## src/rtl/midi_note_to_pad_map_table_macros.svh

```systemverilog
// assertion macros for the note-to-pad map table
`ifndef MIDI_NOTE_TO_PAD_MAP_TABLE_MACROS_SVH
`define MIDI_NOTE_TO_PAD_MAP_TABLE_MACROS_SVH
`ifndef NO_ASSERTIONS
`define MNPM_ASSERT_IMP(lbl, clk, rst_n, ante, cons, msg) \
    lbl: assert property (@(posedge clk) disable iff (!rst_n) (ante) |-> (cons)) \
        else $error(msg);
`define MNPM_ASSERT_NXT(lbl, clk, rst_n, ante, cons, msg) \
    lbl: assert property (@(posedge clk) disable iff (!rst_n) (ante) |=> (cons)) \
        else $error(msg);
`else
`define MNPM_ASSERT_IMP(lbl, clk, rst_n, ante, cons, msg)
`define MNPM_ASSERT_NXT(lbl, clk, rst_n, ante, cons, msg)
`endif
`endif

```

## src/rtl/mnpm_pkg.sv

```systemverilog
package mnpm_pkg;

    localparam int ENTRIES    = 32;
    localparam int IDX_W      = $clog2(ENTRIES);
    localparam int CNT_W      = $clog2(ENTRIES + 1);
    localparam int DFLT_COUNT = 24;
    localparam int MAIN_PADS  = 16;
    localparam int TCOUNT_W   = 6;

    localparam logic [2:0] REQ_LOOKUP   = 3'd0;
    localparam logic [2:0] REQ_SET_NOTE = 3'd1;
    localparam logic [2:0] REQ_SET_PAD  = 3'd2;
    localparam logic [2:0] REQ_CLEAR    = 3'd3;
    localparam logic [2:0] REQ_RESTORE  = 3'd4;
    localparam logic [2:0] REQ_READ     = 3'd5;

    localparam logic [1:0] ST_HIT     = 2'd0;
    localparam logic [1:0] ST_APPEND  = 2'd1;
    localparam logic [1:0] ST_NOMATCH = 2'd2;
    localparam logic [1:0] ST_FULL    = 2'd3;

    localparam logic signed [4:0] PAD_NONE = -5'sd1;

    typedef struct packed {
        logic [6:0]        note;
        logic signed [4:0] pad;
        logic              en;
    } t_entry;

    localparam int ENTRY_W = $bits(t_entry);

    typedef struct packed {
        logic             rd_en;
        logic [IDX_W-1:0] rd_addr;
        logic             wr_en;
        logic [IDX_W-1:0] wr_addr;
        t_entry           wr_data;
        logic             restore;
    } t_mem_req;

    localparam logic [6:0] DFLT_NOTE [DFLT_COUNT] = '{
        7'd36, 7'd38, 7'd42, 7'd46, 7'd49, 7'd39, 7'd37, 7'd56,
        7'd41, 7'd47, 7'd50, 7'd70, 7'd75, 7'd62, 7'd63, 7'd64,
        7'd35, 7'd40, 7'd44, 7'd51, 7'd57, 7'd59, 7'd43, 7'd45
    };

    localparam logic signed [4:0] DFLT_PAD [DFLT_COUNT] = '{
        5'sd0, 5'sd1, 5'sd2,  5'sd3,  5'sd4,  5'sd5,  5'sd6,  5'sd7,
        5'sd8, 5'sd9, 5'sd10, 5'sd11, 5'sd12, 5'sd13, 5'sd14, 5'sd15,
        5'sd0, 5'sd1, 5'sd2,  5'sd4,  5'sd4,  5'sd4,  5'sd8,  5'sd9
    };

    function automatic t_entry dflt_entry(input logic [IDX_W-1:0] idx);
        t_entry e;
        e.note = 7'd0;
        e.pad  = PAD_NONE;
        e.en   = 1'b0;
        if (int'(idx) < DFLT_COUNT) begin
            e.note = DFLT_NOTE[idx];
            e.pad  = DFLT_PAD[idx];
            e.en   = 1'b1;
        end
        return e;
    endfunction

endpackage

```

## src/rtl/mnpm_ram.sv

```systemverilog
module mnpm_ram #(
    parameter int  DEPTH = 32,
    parameter int  WIDTH = 13,
    localparam int AW    = $clog2(DEPTH)
) (
    input  logic             i_clk,
    input  logic             i_we,
    input  logic [AW-1:0]    i_wr_addr,
    input  logic [WIDTH-1:0] i_wr_data,
    input  logic             i_re,
    input  logic [AW-1:0]    i_rd_addr,
    output logic [WIDTH-1:0] o_rd_data
);

    logic [WIDTH-1:0] r_mem [DEPTH];
    logic [WIDTH-1:0] r_q;

    always_ff @(posedge i_clk) begin
        if (i_we) begin
            r_mem[i_wr_addr] <= i_wr_data;
        end
        if (i_re) begin
            r_q <= r_mem[i_rd_addr];
        end
    end

    assign o_rd_data = r_q;

endmodule

```

## src/rtl/mnpm_ctrl.sv

```systemverilog
`include "midi_note_to_pad_map_table_macros.svh"

module mnpm_ctrl import mnpm_pkg::*; (
    input  logic              i_clk,
    input  logic              i_rst_n,
    input  logic              i_in_valid,
    output logic              o_in_stall,
    input  logic [2:0]        i_req_type,
    input  logic [6:0]        i_note_in,
    input  logic signed [4:0] i_pad_in,
    input  logic [4:0]        i_entry_index,
    output logic              o_out_valid,
    input  logic              i_out_stall,
    output logic signed [4:0] o_pad_out,
    output logic [1:0]        o_status,
    output logic [6:0]        o_entry_note,
    output logic signed [4:0] o_entry_pad,
    output logic              o_entry_enabled,
    output logic [TCOUNT_W-1:0] o_table_count,
    output logic              o_changed,
    output t_mem_req          o_mem,
    input  t_entry            i_rd_data
);

    typedef enum logic [2:0] {
        S_IDLE,
        S_SCAN,
        S_RD,
        S_RDCAP,
        S_DONE
    } t_state;

    t_state            r_state, n_state;
    logic [2:0]        r_req;
    logic [6:0]        r_note;
    logic signed [4:0] r_pad;
    logic [4:0]        r_idx;
    logic [CNT_W-1:0]  r_count, n_count;
    logic [CNT_W-1:0]  r_addr;
    logic              r_chk;
    logic [IDX_W-1:0]  r_chk_idx;
    logic              r_nt_hit, r_lk_hit, r_pd_hit;
    logic [IDX_W-1:0]  r_nt_idx, r_pd_idx;
    logic signed [4:0] r_nt_pad, r_lk_pad;
    t_entry            r_rd_entry;

    logic              r_out_valid;
    logic signed [4:0] r_pad_out;
    logic [1:0]        r_status;
    logic [6:0]        r_e_note;
    logic signed [4:0] r_e_pad;
    logic              r_e_en;
    logic [TCOUNT_W-1:0] r_tcount;
    logic              r_changed;

    logic              accept, issue, go, idx_ok, in_idx_ok, room;
    logic              wr_want, restore_want;
    logic [IDX_W-1:0]  wr_addr;
    t_entry            wr_data;
    logic signed [4:0] res_pad_out;
    logic [1:0]        res_status;
    logic [6:0]        res_e_note;
    logic signed [4:0] res_e_pad;
    logic              res_e_en;
    logic              res_changed;
    logic [CNT_W-1:0]  res_count;
    logic              note_eq, pad_eq, in_main;

    assign accept    = i_in_valid && (r_state == S_IDLE);
    assign issue     = (r_state == S_SCAN) && (r_addr < r_count);
    assign go        = (r_state == S_DONE) && (!r_out_valid || !i_out_stall);
    assign idx_ok    = CNT_W'(r_idx) < r_count;
    assign in_idx_ok = CNT_W'(i_entry_index) < r_count;
    assign room      = r_count < CNT_W'(ENTRIES);

    assign note_eq = i_rd_data.note == r_note;
    assign pad_eq  = i_rd_data.pad == r_pad;
    assign in_main = CNT_W'(r_chk_idx) < CNT_W'(MAIN_PADS);

    // result of the finished request
    always_comb begin
        wr_want      = 1'b0;
        restore_want = 1'b0;
        wr_addr      = r_nt_idx;
        wr_data.note = r_note;
        wr_data.pad  = r_pad;
        wr_data.en   = !r_pad[4];
        res_pad_out  = PAD_NONE;
        res_status   = ST_NOMATCH;
        res_e_note   = 7'd0;
        res_e_pad    = PAD_NONE;
        res_e_en     = 1'b0;
        res_changed  = 1'b0;
        res_count    = r_count;
        unique case (r_req) inside
            REQ_LOOKUP: begin
                if (r_lk_hit) begin
                    res_pad_out = r_lk_pad;
                    res_status  = ST_HIT;
                end
            end
            REQ_SET_NOTE, REQ_SET_PAD: begin
                if (r_req == REQ_SET_PAD && r_pd_hit) begin
                    wr_want     = 1'b1;
                    wr_addr     = r_pd_idx;
                    wr_data.en  = 1'b1;
                    res_status  = ST_HIT;
                    res_changed = 1'b1;
                end else if (r_nt_hit) begin
                    wr_want     = 1'b1;
                    res_status  = ST_HIT;
                    res_changed = 1'b1;
                end else if (room) begin
                    wr_want     = 1'b1;
                    wr_addr     = IDX_W'(r_count);
                    res_status  = ST_APPEND;
                    res_changed = 1'b1;
                    res_count   = r_count + CNT_W'(1);
                end else begin
                    res_status  = ST_FULL;
                end
            end
            REQ_CLEAR: begin
                if (r_nt_hit) begin
                    wr_want     = 1'b1;
                    wr_data.pad = r_nt_pad;
                    wr_data.en  = 1'b0;
                    res_status  = ST_HIT;
                    res_changed = 1'b1;
                end
            end
            REQ_RESTORE: begin
                restore_want = 1'b1;
                res_status   = ST_HIT;
                res_changed  = 1'b1;
                res_count    = CNT_W'(DFLT_COUNT);
            end
            REQ_READ: begin
                if (idx_ok) begin
                    res_e_note = r_rd_entry.note;
                    res_e_pad  = r_rd_entry.pad;
                    res_e_en   = r_rd_entry.en;
                    res_status = ST_HIT;
                end
            end
            default: begin
                res_status = ST_NOMATCH;
            end
        endcase
    end

    always_comb begin
        o_mem.rd_en   = issue || (r_state == S_RD);
        o_mem.rd_addr = (r_state == S_RD) ? IDX_W'(r_idx) : r_addr[IDX_W-1:0];
        o_mem.wr_en   = go && wr_want;
        o_mem.wr_addr = wr_addr;
        o_mem.wr_data = wr_data;
        o_mem.restore = go && restore_want;
    end

    always_comb begin
        n_state = r_state;
        n_count = r_count;
        unique case (r_state)
            S_IDLE: begin
                if (accept) begin
                    unique case (i_req_type) inside
                        REQ_LOOKUP, REQ_SET_NOTE, REQ_SET_PAD, REQ_CLEAR: begin
                            n_state = (r_count == '0) ? S_DONE : S_SCAN;
                        end
                        REQ_READ: begin
                            n_state = in_idx_ok ? S_RD : S_DONE;
                        end
                        default: begin
                            n_state = S_DONE;
                        end
                    endcase
                end
            end
            S_SCAN: begin
                if (!issue) begin
                    n_state = S_DONE;
                end
            end
            S_RD: begin
                n_state = S_RDCAP;
            end
            S_RDCAP: begin
                n_state = S_DONE;
            end
            S_DONE: begin
                if (go) begin
                    n_state = S_IDLE;
                    n_count = res_count;
                end
            end
            default: begin
                n_state = S_IDLE;
            end
        endcase
    end

    always_ff @(posedge i_clk) begin
        if (!i_rst_n) begin
            r_state     <= S_IDLE;
            r_count     <= CNT_W'(DFLT_COUNT);
            r_out_valid <= 1'b0;
            r_chk       <= 1'b0;
        end else begin
            r_state <= n_state;
            r_count <= n_count;
            r_chk   <= issue;
            if (go) begin
                r_out_valid <= 1'b1;
            end else if (!i_out_stall) begin
                r_out_valid <= 1'b0;
            end
        end

        if (accept) begin
            r_req    <= i_req_type;
            r_note   <= i_note_in;
            r_pad    <= i_pad_in;
            r_idx    <= i_entry_index;
            r_addr   <= '0;
            r_nt_hit <= 1'b0;
            r_lk_hit <= 1'b0;
            r_pd_hit <= 1'b0;
        end

        if (issue) begin
            r_addr <= r_addr + CNT_W'(1);
        end
        r_chk_idx <= r_addr[IDX_W-1:0];

        // first-match capture on returning read data
        if (r_state == S_SCAN && r_chk) begin
            if (note_eq && !r_nt_hit) begin
                r_nt_hit <= 1'b1;
                r_nt_idx <= r_chk_idx;
                r_nt_pad <= i_rd_data.pad;
            end
            if (note_eq && i_rd_data.en && !r_lk_hit) begin
                r_lk_hit <= 1'b1;
                r_lk_pad <= i_rd_data.pad;
            end
            if (pad_eq && in_main && !r_pd_hit) begin
                r_pd_hit <= 1'b1;
                r_pd_idx <= r_chk_idx;
            end
        end

        if (r_state == S_RDCAP) begin
            r_rd_entry <= i_rd_data;
        end

        if (go) begin
            r_pad_out <= res_pad_out;
            r_status  <= res_status;
            r_e_note  <= res_e_note;
            r_e_pad   <= res_e_pad;
            r_e_en    <= res_e_en;
            r_tcount  <= TCOUNT_W'(res_count);
            r_changed <= res_changed;
        end
    end

    assign o_in_stall      = (r_state != S_IDLE);
    assign o_out_valid     = r_out_valid;
    assign o_pad_out       = r_pad_out;
    assign o_status        = r_status;
    assign o_entry_note    = r_e_note;
    assign o_entry_pad     = r_e_pad;
    assign o_entry_enabled = r_e_en;
    assign o_table_count   = r_tcount;
    assign o_changed       = r_changed;

    `MNPM_ASSERT_IMP(a_no_rd_wr_overlap, i_clk, i_rst_n, o_mem.wr_en, !o_mem.rd_en, "read and write in one cycle")
    `MNPM_ASSERT_IMP(a_count_bound, i_clk, i_rst_n, 1'b1, r_count <= CNT_W'(ENTRIES), "fill count overflow")
    `MNPM_ASSERT_NXT(a_accept_busy, i_clk, i_rst_n, i_in_valid && !o_in_stall, r_state != S_IDLE, "accepted transaction not started")
    `MNPM_ASSERT_IMP(a_count_at_done, i_clk, i_rst_n, n_count != r_count, go, "fill count changed outside completion")
    `MNPM_ASSERT_NXT(a_result_loaded, i_clk, i_rst_n, go, r_out_valid, "completed transaction not presented")

endmodule

```

## src/rtl/midi_note_to_pad_map_table.sv

```systemverilog
// lookup, set by note, set by pad, clear: walk the first count entries, then the result
// read entry: S_RD, S_RDCAP, then the result (straight to it when the index is past the count)
// restore and unused codes: straight to the result; one transaction at a time, held by the
// linear walk of the entry memory; next transaction is taken once the result is out
// reset: fill count 24, drum defaults served from a per-entry default overlay, no clearing pass
module midi_note_to_pad_map_table import mnpm_pkg::*; (
    input  logic              i_clk,
    input  logic              i_rst_n,
    input  logic              i_in_valid,
    output logic              o_in_stall,
    input  logic [2:0]        i_req_type,
    input  logic [6:0]        i_note_in,
    input  logic signed [4:0] i_pad_in,
    input  logic [4:0]        i_entry_index,
    output logic              o_out_valid,
    input  logic              i_out_stall,
    output logic signed [4:0] o_pad_out,
    output logic [1:0]        o_status,
    output logic [6:0]        o_entry_note,
    output logic signed [4:0] o_entry_pad,
    output logic              o_entry_enabled,
    output logic [5:0]        o_table_count,
    output logic              o_changed
);

    t_mem_req              mem;
    logic [ENTRY_W-1:0]    ram_q;
    logic [ENTRIES-1:0]    r_written;
    logic [IDX_W-1:0]      r_rd_addr;
    t_entry                rd_data;

    mnpm_ram #(
        .DEPTH (ENTRIES),
        .WIDTH (ENTRY_W)
    ) u_ram (
        .i_clk     (i_clk),
        .i_we      (mem.wr_en),
        .i_wr_addr (mem.wr_addr),
        .i_wr_data (mem.wr_data),
        .i_re      (mem.rd_en),
        .i_rd_addr (mem.rd_addr),
        .o_rd_data (ram_q)
    );

    // entries not written since reset or restore read as the defaults
    always_ff @(posedge i_clk) begin
        if (!i_rst_n) begin
            r_written <= '0;
        end else if (mem.restore) begin
            r_written <= '0;
        end else if (mem.wr_en) begin
            r_written[mem.wr_addr] <= 1'b1;
        end
        if (mem.rd_en) begin
            r_rd_addr <= mem.rd_addr;
        end
    end

    assign rd_data = r_written[r_rd_addr] ? t_entry'(ram_q) : dflt_entry(r_rd_addr);

    mnpm_ctrl u_ctrl (
        .i_clk           (i_clk),
        .i_rst_n         (i_rst_n),
        .i_in_valid      (i_in_valid),
        .o_in_stall      (o_in_stall),
        .i_req_type      (i_req_type),
        .i_note_in       (i_note_in),
        .i_pad_in        (i_pad_in),
        .i_entry_index   (i_entry_index),
        .o_out_valid     (o_out_valid),
        .i_out_stall     (i_out_stall),
        .o_pad_out       (o_pad_out),
        .o_status        (o_status),
        .o_entry_note    (o_entry_note),
        .o_entry_pad     (o_entry_pad),
        .o_entry_enabled (o_entry_enabled),
        .o_table_count   (o_table_count),
        .o_changed       (o_changed),
        .o_mem           (mem),
        .i_rd_data       (rd_data)
    );

endmodule

```

## config.mk

```make
export PLATFORM = sky130hd
export DESIGN_NAME = midi_note_to_pad_map_table
export DESIGN_NICKNAME = d
export VERILOG_FILES = /design/src/rtl/mnpm_pkg.sv /design/src/rtl/mnpm_ram.sv /design/src/rtl/mnpm_ctrl.sv /design/src/rtl/midi_note_to_pad_map_table.sv
export VERILOG_INCLUDE_DIRS = /design/src /design/src/rtl
export SDC_FILE = /design/constraint.sdc
export NUM_CORES = 1
export LEC_CHECK = 0
export BUFFER_PORTS_ARGS = -buffer_cell sky130_fd_sc_hd__buf_2
export CORE_ASPECT_RATIO = 1.75
export CORE_MARGIN = 10
export CORE_UTILIZATION = 29
export CTS_CLUSTER_DIAMETER = 200
export CTS_CLUSTER_SIZE = 8
export DETAILED_ROUTE_END_ITERATION = 8
export GPL_ROUTABILITY_DRIVEN = 0
export PLACE_DENSITY_LB_ADDON = 0.2
export SLEW_MARGIN = 5
export SYNTH_ARGS = -nofsm -noshare
export SYNTH_HDL_FRONTEND = slang
export SYNTH_SLANG_ARGS = --single-unit
export TNS_END_PERCENT = 30
```

## constraint.sdc

```tcl
create_clock -name i_clk -period 3.45 [get_ports i_clk]
set_input_delay 0.69 -clock i_clk [delete_from_list [all_inputs] [get_ports i_clk]]
set_output_delay 0.69 -clock i_clk [all_outputs]
set_load 0.05 [all_outputs]
```

* Word-level counts from Yosys, hierarchy flattened
Memory sizes are Yosys's and may differ from the RTL's. A register that Yosys moved wholly into a read port is not among the register bits.
Index checks and enable logic that the tools add are counted.
** Storage, ports and cells
- Bits in read-only memories :: 384
- Memories kept :: 3
- Bits in writable memories :: 416
- Register bits after elaboration :: 142
** Memories
- u_ram.r_mem :: words 32, width 13, rd ports 1, clocked after memory_dff 1, wr ports 1, line mnpm_ram.sv:15 : logic [WIDTH-1:0] r_mem [DEPTH];
- (no name shown) :: words 32, width 7, rd ports 1, clocked after memory_dff 0, wr ports 0, line mnpm_pkg.sv:59 : e.note = DFLT_NOTE[idx];
- (no name shown) :: words 32, width 5, rd ports 1, clocked after memory_dff 0, wr ports 0, line mnpm_pkg.sv:60 : e.pad = DFLT_PAD[idx];
** Cells by class
- Multiplexer cells :: 59
- Bitwise operators :: 3
- Add/sub/neg operators :: 2
- Reduce and logical (&&, ||, !) cells :: 37
- Eq/ne operators :: 19
- Magnitude comparators :: 10
** Operator list (count)
- $mux W5 :: 8
- $mux W6 :: 6
- $or A32 B32 Y32 :: 1
- $mux W13 :: 2
- $mux W1 :: 21
- $eq A3 B2 Y1 const B :: 6
- $mux W3 :: 5
- $pmux W3 S5 :: 1
- $mux W7 :: 2
- $logic_and A1 B1 Y1 :: 13
- $add A6 B1 Y6 const B :: 2
- $eq A3 B3 Y1 const B :: 4
- $lt A5 B6 Y1 :: 2
- $lt A5 B6 Y1 const B :: 2
- $mux W2 :: 6
- $pmux W6 S2 :: 1
- $reduce_and A2 Y1 :: 6
- $lt A5 B5 Y1 const B :: 2
- $pmux W2 S5 :: 1
- $eq A3 B1 Y1 const B :: 3
- $logic_not A3 Y1 :: 3
- $eq A7 B7 Y1 :: 1
- $ge A6 B6 Y1 const B :: 1
- $logic_not A1 Y1 :: 6
- 20 further kinds :: 25

* Depth between registers and ports, before layout
- Depth in word-level cells :: 11
- Gate-level depth with buffers :: 12

* Cells and area by module
A second synthesis with hierarchy kept.
** Unflattened totals
- Cell total of the unflattened synthesis :: 1514
- Area total of the unflattened synthesis :: 23487.5 µm²
** Modules (own cells, without submodules)
- mnpm_ram :: instances 1, seq. area each 12882.4 µm², cells an instance 936, area each 16858.7 µm²
- mnpm_ctrl :: instances 1, seq. area each 2962.8 µm², cells an instance 344, area each 4588.2 µm²
- midi_note_to_pad_map_table :: instances 1, seq. area each 790.8 µm², cells an instance 234, area each 2040.7 µm²

* Worst setup path before layout
No wires, ideal clock.
- Path type :: reg-to-reg
- Start :: register r_rd_addr[1]
- End :: register u_ctrl.r_nt_idx[0] (enable)
- Data required time :: 3.060 ns
- Arrival :: 3.030 ns
- Cell stages (with the launch flop) :: 13
- Path buffers :: 2
- Path slack :: 0.031 ns
- Library setup time :: 0.390 ns
- Clock period less this slack :: 3.419 ns
- Cells stage by stage :: edfxtp_1 -> buf_2 -> buf_4 -> inv_1 -> ha_1 -> and2_1 -> o21ai_0 -> o221ai_1 -> a221oi_1 -> nand4b_1 -> a211oi_2 -> nor3_1 -> nor3_1
** Between the ends
- Longest elaborated chain between the ends :: 9
- Elaborated cells between the ends (all ways) :: 12
** Ends and longest elaborated chain
- start: declaration :: line midi_note_to_pad_map_table.sv:29 : logic [IDX_W-1:0] r_rd_addr;
- start signal: assignment :: line midi_note_to_pad_map_table.sv:55 : r_rd_addr <= mem.rd_addr;
- $not A5 Y6 (not written as such) :: line mnpm_pkg.sv:59
- $mem_v2 Z32 W7
- $mux W7 (not written as such) (2 in series) :: line mnpm_pkg.sv:59
- $mux W13 :: line mnpm_pkg.sv:58 : if (int'(idx) < DFLT_COUNT) begin
- $mux W13 (*) :: line midi_note_to_pad_map_table.sv:59 : assign rd_data = r_written[r_rd_addr] ? t_entry'(ram_q) : dflt_entry(r_rd_addr);
- $eq A7 B7 Y1 (*) :: line mnpm_ctrl.sv:76 : assign note_eq = i_rd_data.note == r_note;
- $logic_and A1 B1 Y1 (*) :: line mnpm_ctrl.sv:238 : if (note_eq && !r_nt_hit) begin
- $reduce_and A2 Y1 (no source line) (*)
- end signal: assignment :: line mnpm_ctrl.sv:240 : r_nt_idx <= r_chk_idx;
- end: declaration :: line mnpm_ctrl.sv:43 : logic [IDX_W-1:0] r_nt_idx, r_pd_idx;
Mark *: on every way between the ends. The rest lies on a longest branch, timed or not. The select of a mux whose other input is x is not followed.
A chain may end at the register's enable or synchronous reset.

* Final worst setup path
- Start :: register u_ctrl.r_state[1]
- End :: register u_ram.r_q[7] (netlist: u_ram.o_rd_data[7]), read port of u_ram.r_mem, data pin
** Between the ends
- Longest elaborated chain between the ends :: 3
- Elaborated cells between the ends (all ways) :: 5
** Ends and longest elaborated chain
- start: declaration :: line mnpm_ctrl.sv:33 : t_state r_state, n_state;
- start signal: assignment :: line mnpm_ctrl.sv:210 : r_state <= n_state;
- $eq A3 B1 Y1 :: line mnpm_ctrl.sv:70 : assign issue = (r_state == S_SCAN) && (r_addr < r_count);
- $logic_and A1 B1 Y1 :: line mnpm_ctrl.sv:70
- $logic_or A1 B1 Y1 :: line mnpm_ctrl.sv:153 : o_mem.rd_en = issue || (r_state == S_RD);
- end: declaration :: line mnpm_ram.sv:16 : logic [WIDTH-1:0] r_q;
Parallel ways exist; a longest one is shown, timed or not.

==> qor.yml <==
numCtsBuffers: 81
grt_pass1_wl_um: 110200
hold_end: "u_ctrl.r_note[5]$_DFFE_PP_"
yosysWarnings: 0
max_freq_ghz: 0.3018
worstHoldPathCells: 1
drtPass1Iterations: 6
hold_viol: 0
grt_pass1_vias: 16100
r2r_end: "u_ram.o_rd_data[7]$_DFFE_PP_"
drt-vias-per-instance: 4.973
place_hpwl_um: 52250
crit_type: "flop to flop"
pre_cts_slack_ns: -0.1467
grt_max_degree: 47
nFillCells: 7862
die_x_um: 235.8
layout_setup_ws_ns: 0.1363
status: "finished, final reports clean"
drtIter0Drc: 1085
synth_cell_types: 65
wirelength_um: 76450
grt_usage_pct: 16.01
n_antenna_cell: 0
setup.worst_path.start_class: "flop"
clk_latency_ns: 0.64
synth_flop_cell: "edfxtp_1"
synth_top_area_share_pct: 66.04
rows: 138
port_buffers: 52
tightest_slew_ns: 1.010
ant_nets: 0
power.total_mw: 17.76
synth_edf_count: 520
grt_overflow: 0
rsz0062_at_grt: "no"
reg2reg_depth: 10
start_util_pct: 29.26
fin_util_pct: 35.16
clock-sinks: 571
required_ns: 3.83
max-vdd-ir-drop_v: 0.0003575
nets: 2089
syn_area_mm2: 0.02364
synth-seq-cells: 571
syn_avg_cell_area_um2: 12.62
slew_viol_final: 0
setup_viol: 0
h-tree-depth: 3
crit_path_end_kind: "flop"
tritoncts: "built"
syn_to_final_growth_pct: 20.16
r2r_setup_slack_ns: 0.14
die_area_mm2: 0.09380
syn_nets: 1919
antenna_found_initial: 1
tns_ns: 0
hold_class: "input port to flop"
maxCapViolCount: 0
ys_seq_area_share_pct: 70.36
pin_count: 53
drive_gt1_share_pct: 15.92
min_period_ns: 3.314
cp.arrival_ns: 3.69
post_drt_wl_per_cell_um: 24.33
relSlewSlack_pct: 32.68
core_mm2: 0.08081
synth.top_cells.by_area: "edfxtp_1, nand2_1, nand3_1"
cts.clk_slew.worst_paths_ns: 0.05
powerDensity_mw_per_mm2: 625.2
cts_root_buf: "clkbuf_16"
hp-start: "i_note_in[5]"
clockBufferDepth: 3
vias: 15630
path_max_fanout: 40
cp-startpoint: "u_ctrl.r_state[1]$_SDFFE_PN0P_"
r2r-start: "u_ctrl.r_state[1]$_SDFFE_PN0P_"
synthArstFlopShare_pct: 0
final_min_period_over_clock_period_pct: 96.05
yosysTopAreaCell: "edfxtp_1"
fp.dieH_um: 397.7
p_leak_nw: 10.05
netlist_instances: 1873
final.setup_skew_ns: 0.02220
drc: 0
-- power by group --
part           internal [mW]  switching, mW  total, mW  leakage [nW]
registers               7.78          0.137       7.91          5.08
clock network           4.40           2.88       7.28          1.09
logic                  0.814           1.75       2.57          3.87
total                   13.0           4.77       17.8          10.0
-- layout make-up --
type                       instances  area [um2]  share of cell area, %
sequential                       571       16640                  58.56
multi-input combinational       1158        6435                  22.65
clock buffer                     128        2246                  7.905
timing repair buffer             197        1612                  5.673
tap                             1050        1314                  4.624
inverter                          34       133.9                 0.4712
clock inverter                     4       33.78                 0.1189
-- cell usage after synthesis, types with 11 or more instances --
| master | number |
|---|---|
| mux2i_1 | 19 |
| dfxtp_1 | 51 |
| nor3_1 | 11 |
| nand3_1 | 226 |
| edfxtp_1 | 520 |
| nand2b_1 | 18 |
| o21ai_0 | 27 |
| and2_1 | 11 |
| inv_1 | 30 |
| mux2_2 | 16 |
| ha_1 | 22 |
| buf_2 | 47 |
| a311oi_1 | 65 |
| and3_1 | 27 |
| a31oi_1 | 16 |
| nand2_1 | 468 |
| nor2_1 | 53 |
| clkbuf_1 | 44 |
| a21o_1 | 26 |
| a21oi_1 | 20 |
| o21a_1 | 36 |
-- sequential cells by signal (all words and copies together), names as in the netlist, 7 cells and up --
name / count
u_ram.r_mem: 416
r_written: 32
u_ctrl.r_note: 7
u_ctrl.o_entry_note: 7
u_ctrl.r_rd_entry: 13
u_ram.o_rd_data: 13
-- worst max path at each step --
stage	end
floorplan	u_ctrl.r_nt_idx[0]$_DFFE_PP_
global route	u_ram.o_rd_data[7]$_DFFE_PP_
detailed placement	u_ram.o_rd_data[1]$_DFFE_PP_
finish	u_ram.o_rd_data[7]$_DFFE_PP_
CTS	u_ram.o_rd_data[7]$_DFFE_PP_
global placement	u_ram.o_rd_data[1]$_DFFE_PP_
-- metrics by stage --
stage / hold slack (ns) / area, um2 / std cells
2_1_floorplan: 0.4037 / 23640 / 1873
3_3_place_gp: 0.4444 / 26100 / 3010
3_5_place_dp: 0.4533 / 26100 / 3010
4_1_cts: 0.2051 / 28390 / 3142
5_1_grt: 0.2169 / 28410 / 3142
6_report: 0.2367 / 28410 / 3142
-- routing by layer --
layer,track usage (%),vias to the layer above,share of wire (%)
met1,15.32,7842,34
met5,0,-,0
met4,9.273,0,5.1
met2,31.70,412,58
met3,2.193,166,3.4
li1,-,7206,-
-- worst max-delay path, cell delays in order (launching register included) --
cell and delay (ns):
dfxtp_1 0.41, nor3b_4 0.35, mux2i_4 0.37, inv_6 0.19, buf_4 0.23, nand2_1 0.06
and3_1 0.15, a311oi_1 0.06, a311oi_1 0.74, a31oi_1 0.24, a21o_1 0.24
-- logic make-up after synthesis --
family | share of synthesized area, %
compound gates | 6.964
xor+xnor | 0.6668
fa+ha+maj | 1.164
buf+inv | 2.810
flops | 70.36
mux | 2.043
simple gates | 15.99
-- repair_timing --
action | CTS | global route
setup endpoints to repair | 2 | 3
hold buffers | 0 | 0
resized for setup | 2 | 3
buffers inserted | 0 | 0
-- cell usage in the layout (no fill, tap or decap), types with 20 or more instances in the layout --
master / n
o21a_1: 36
a21o_1: 26
nor2_1: 53
clkbuf_16: 83
dfxtp_1: 51
o21ai_0: 27
buf_4: 124
and3_1: 27
nand3_1: 226
edfxtp_1: 520
a21oi_1: 20
clkbuf_1: 45
inv_1: 30
buf_2: 52
nand2_1: 468
a311oi_1: 60
ha_1: 22
buf_12: 21
No activity file was read; power rests on OpenSTA's default activity.
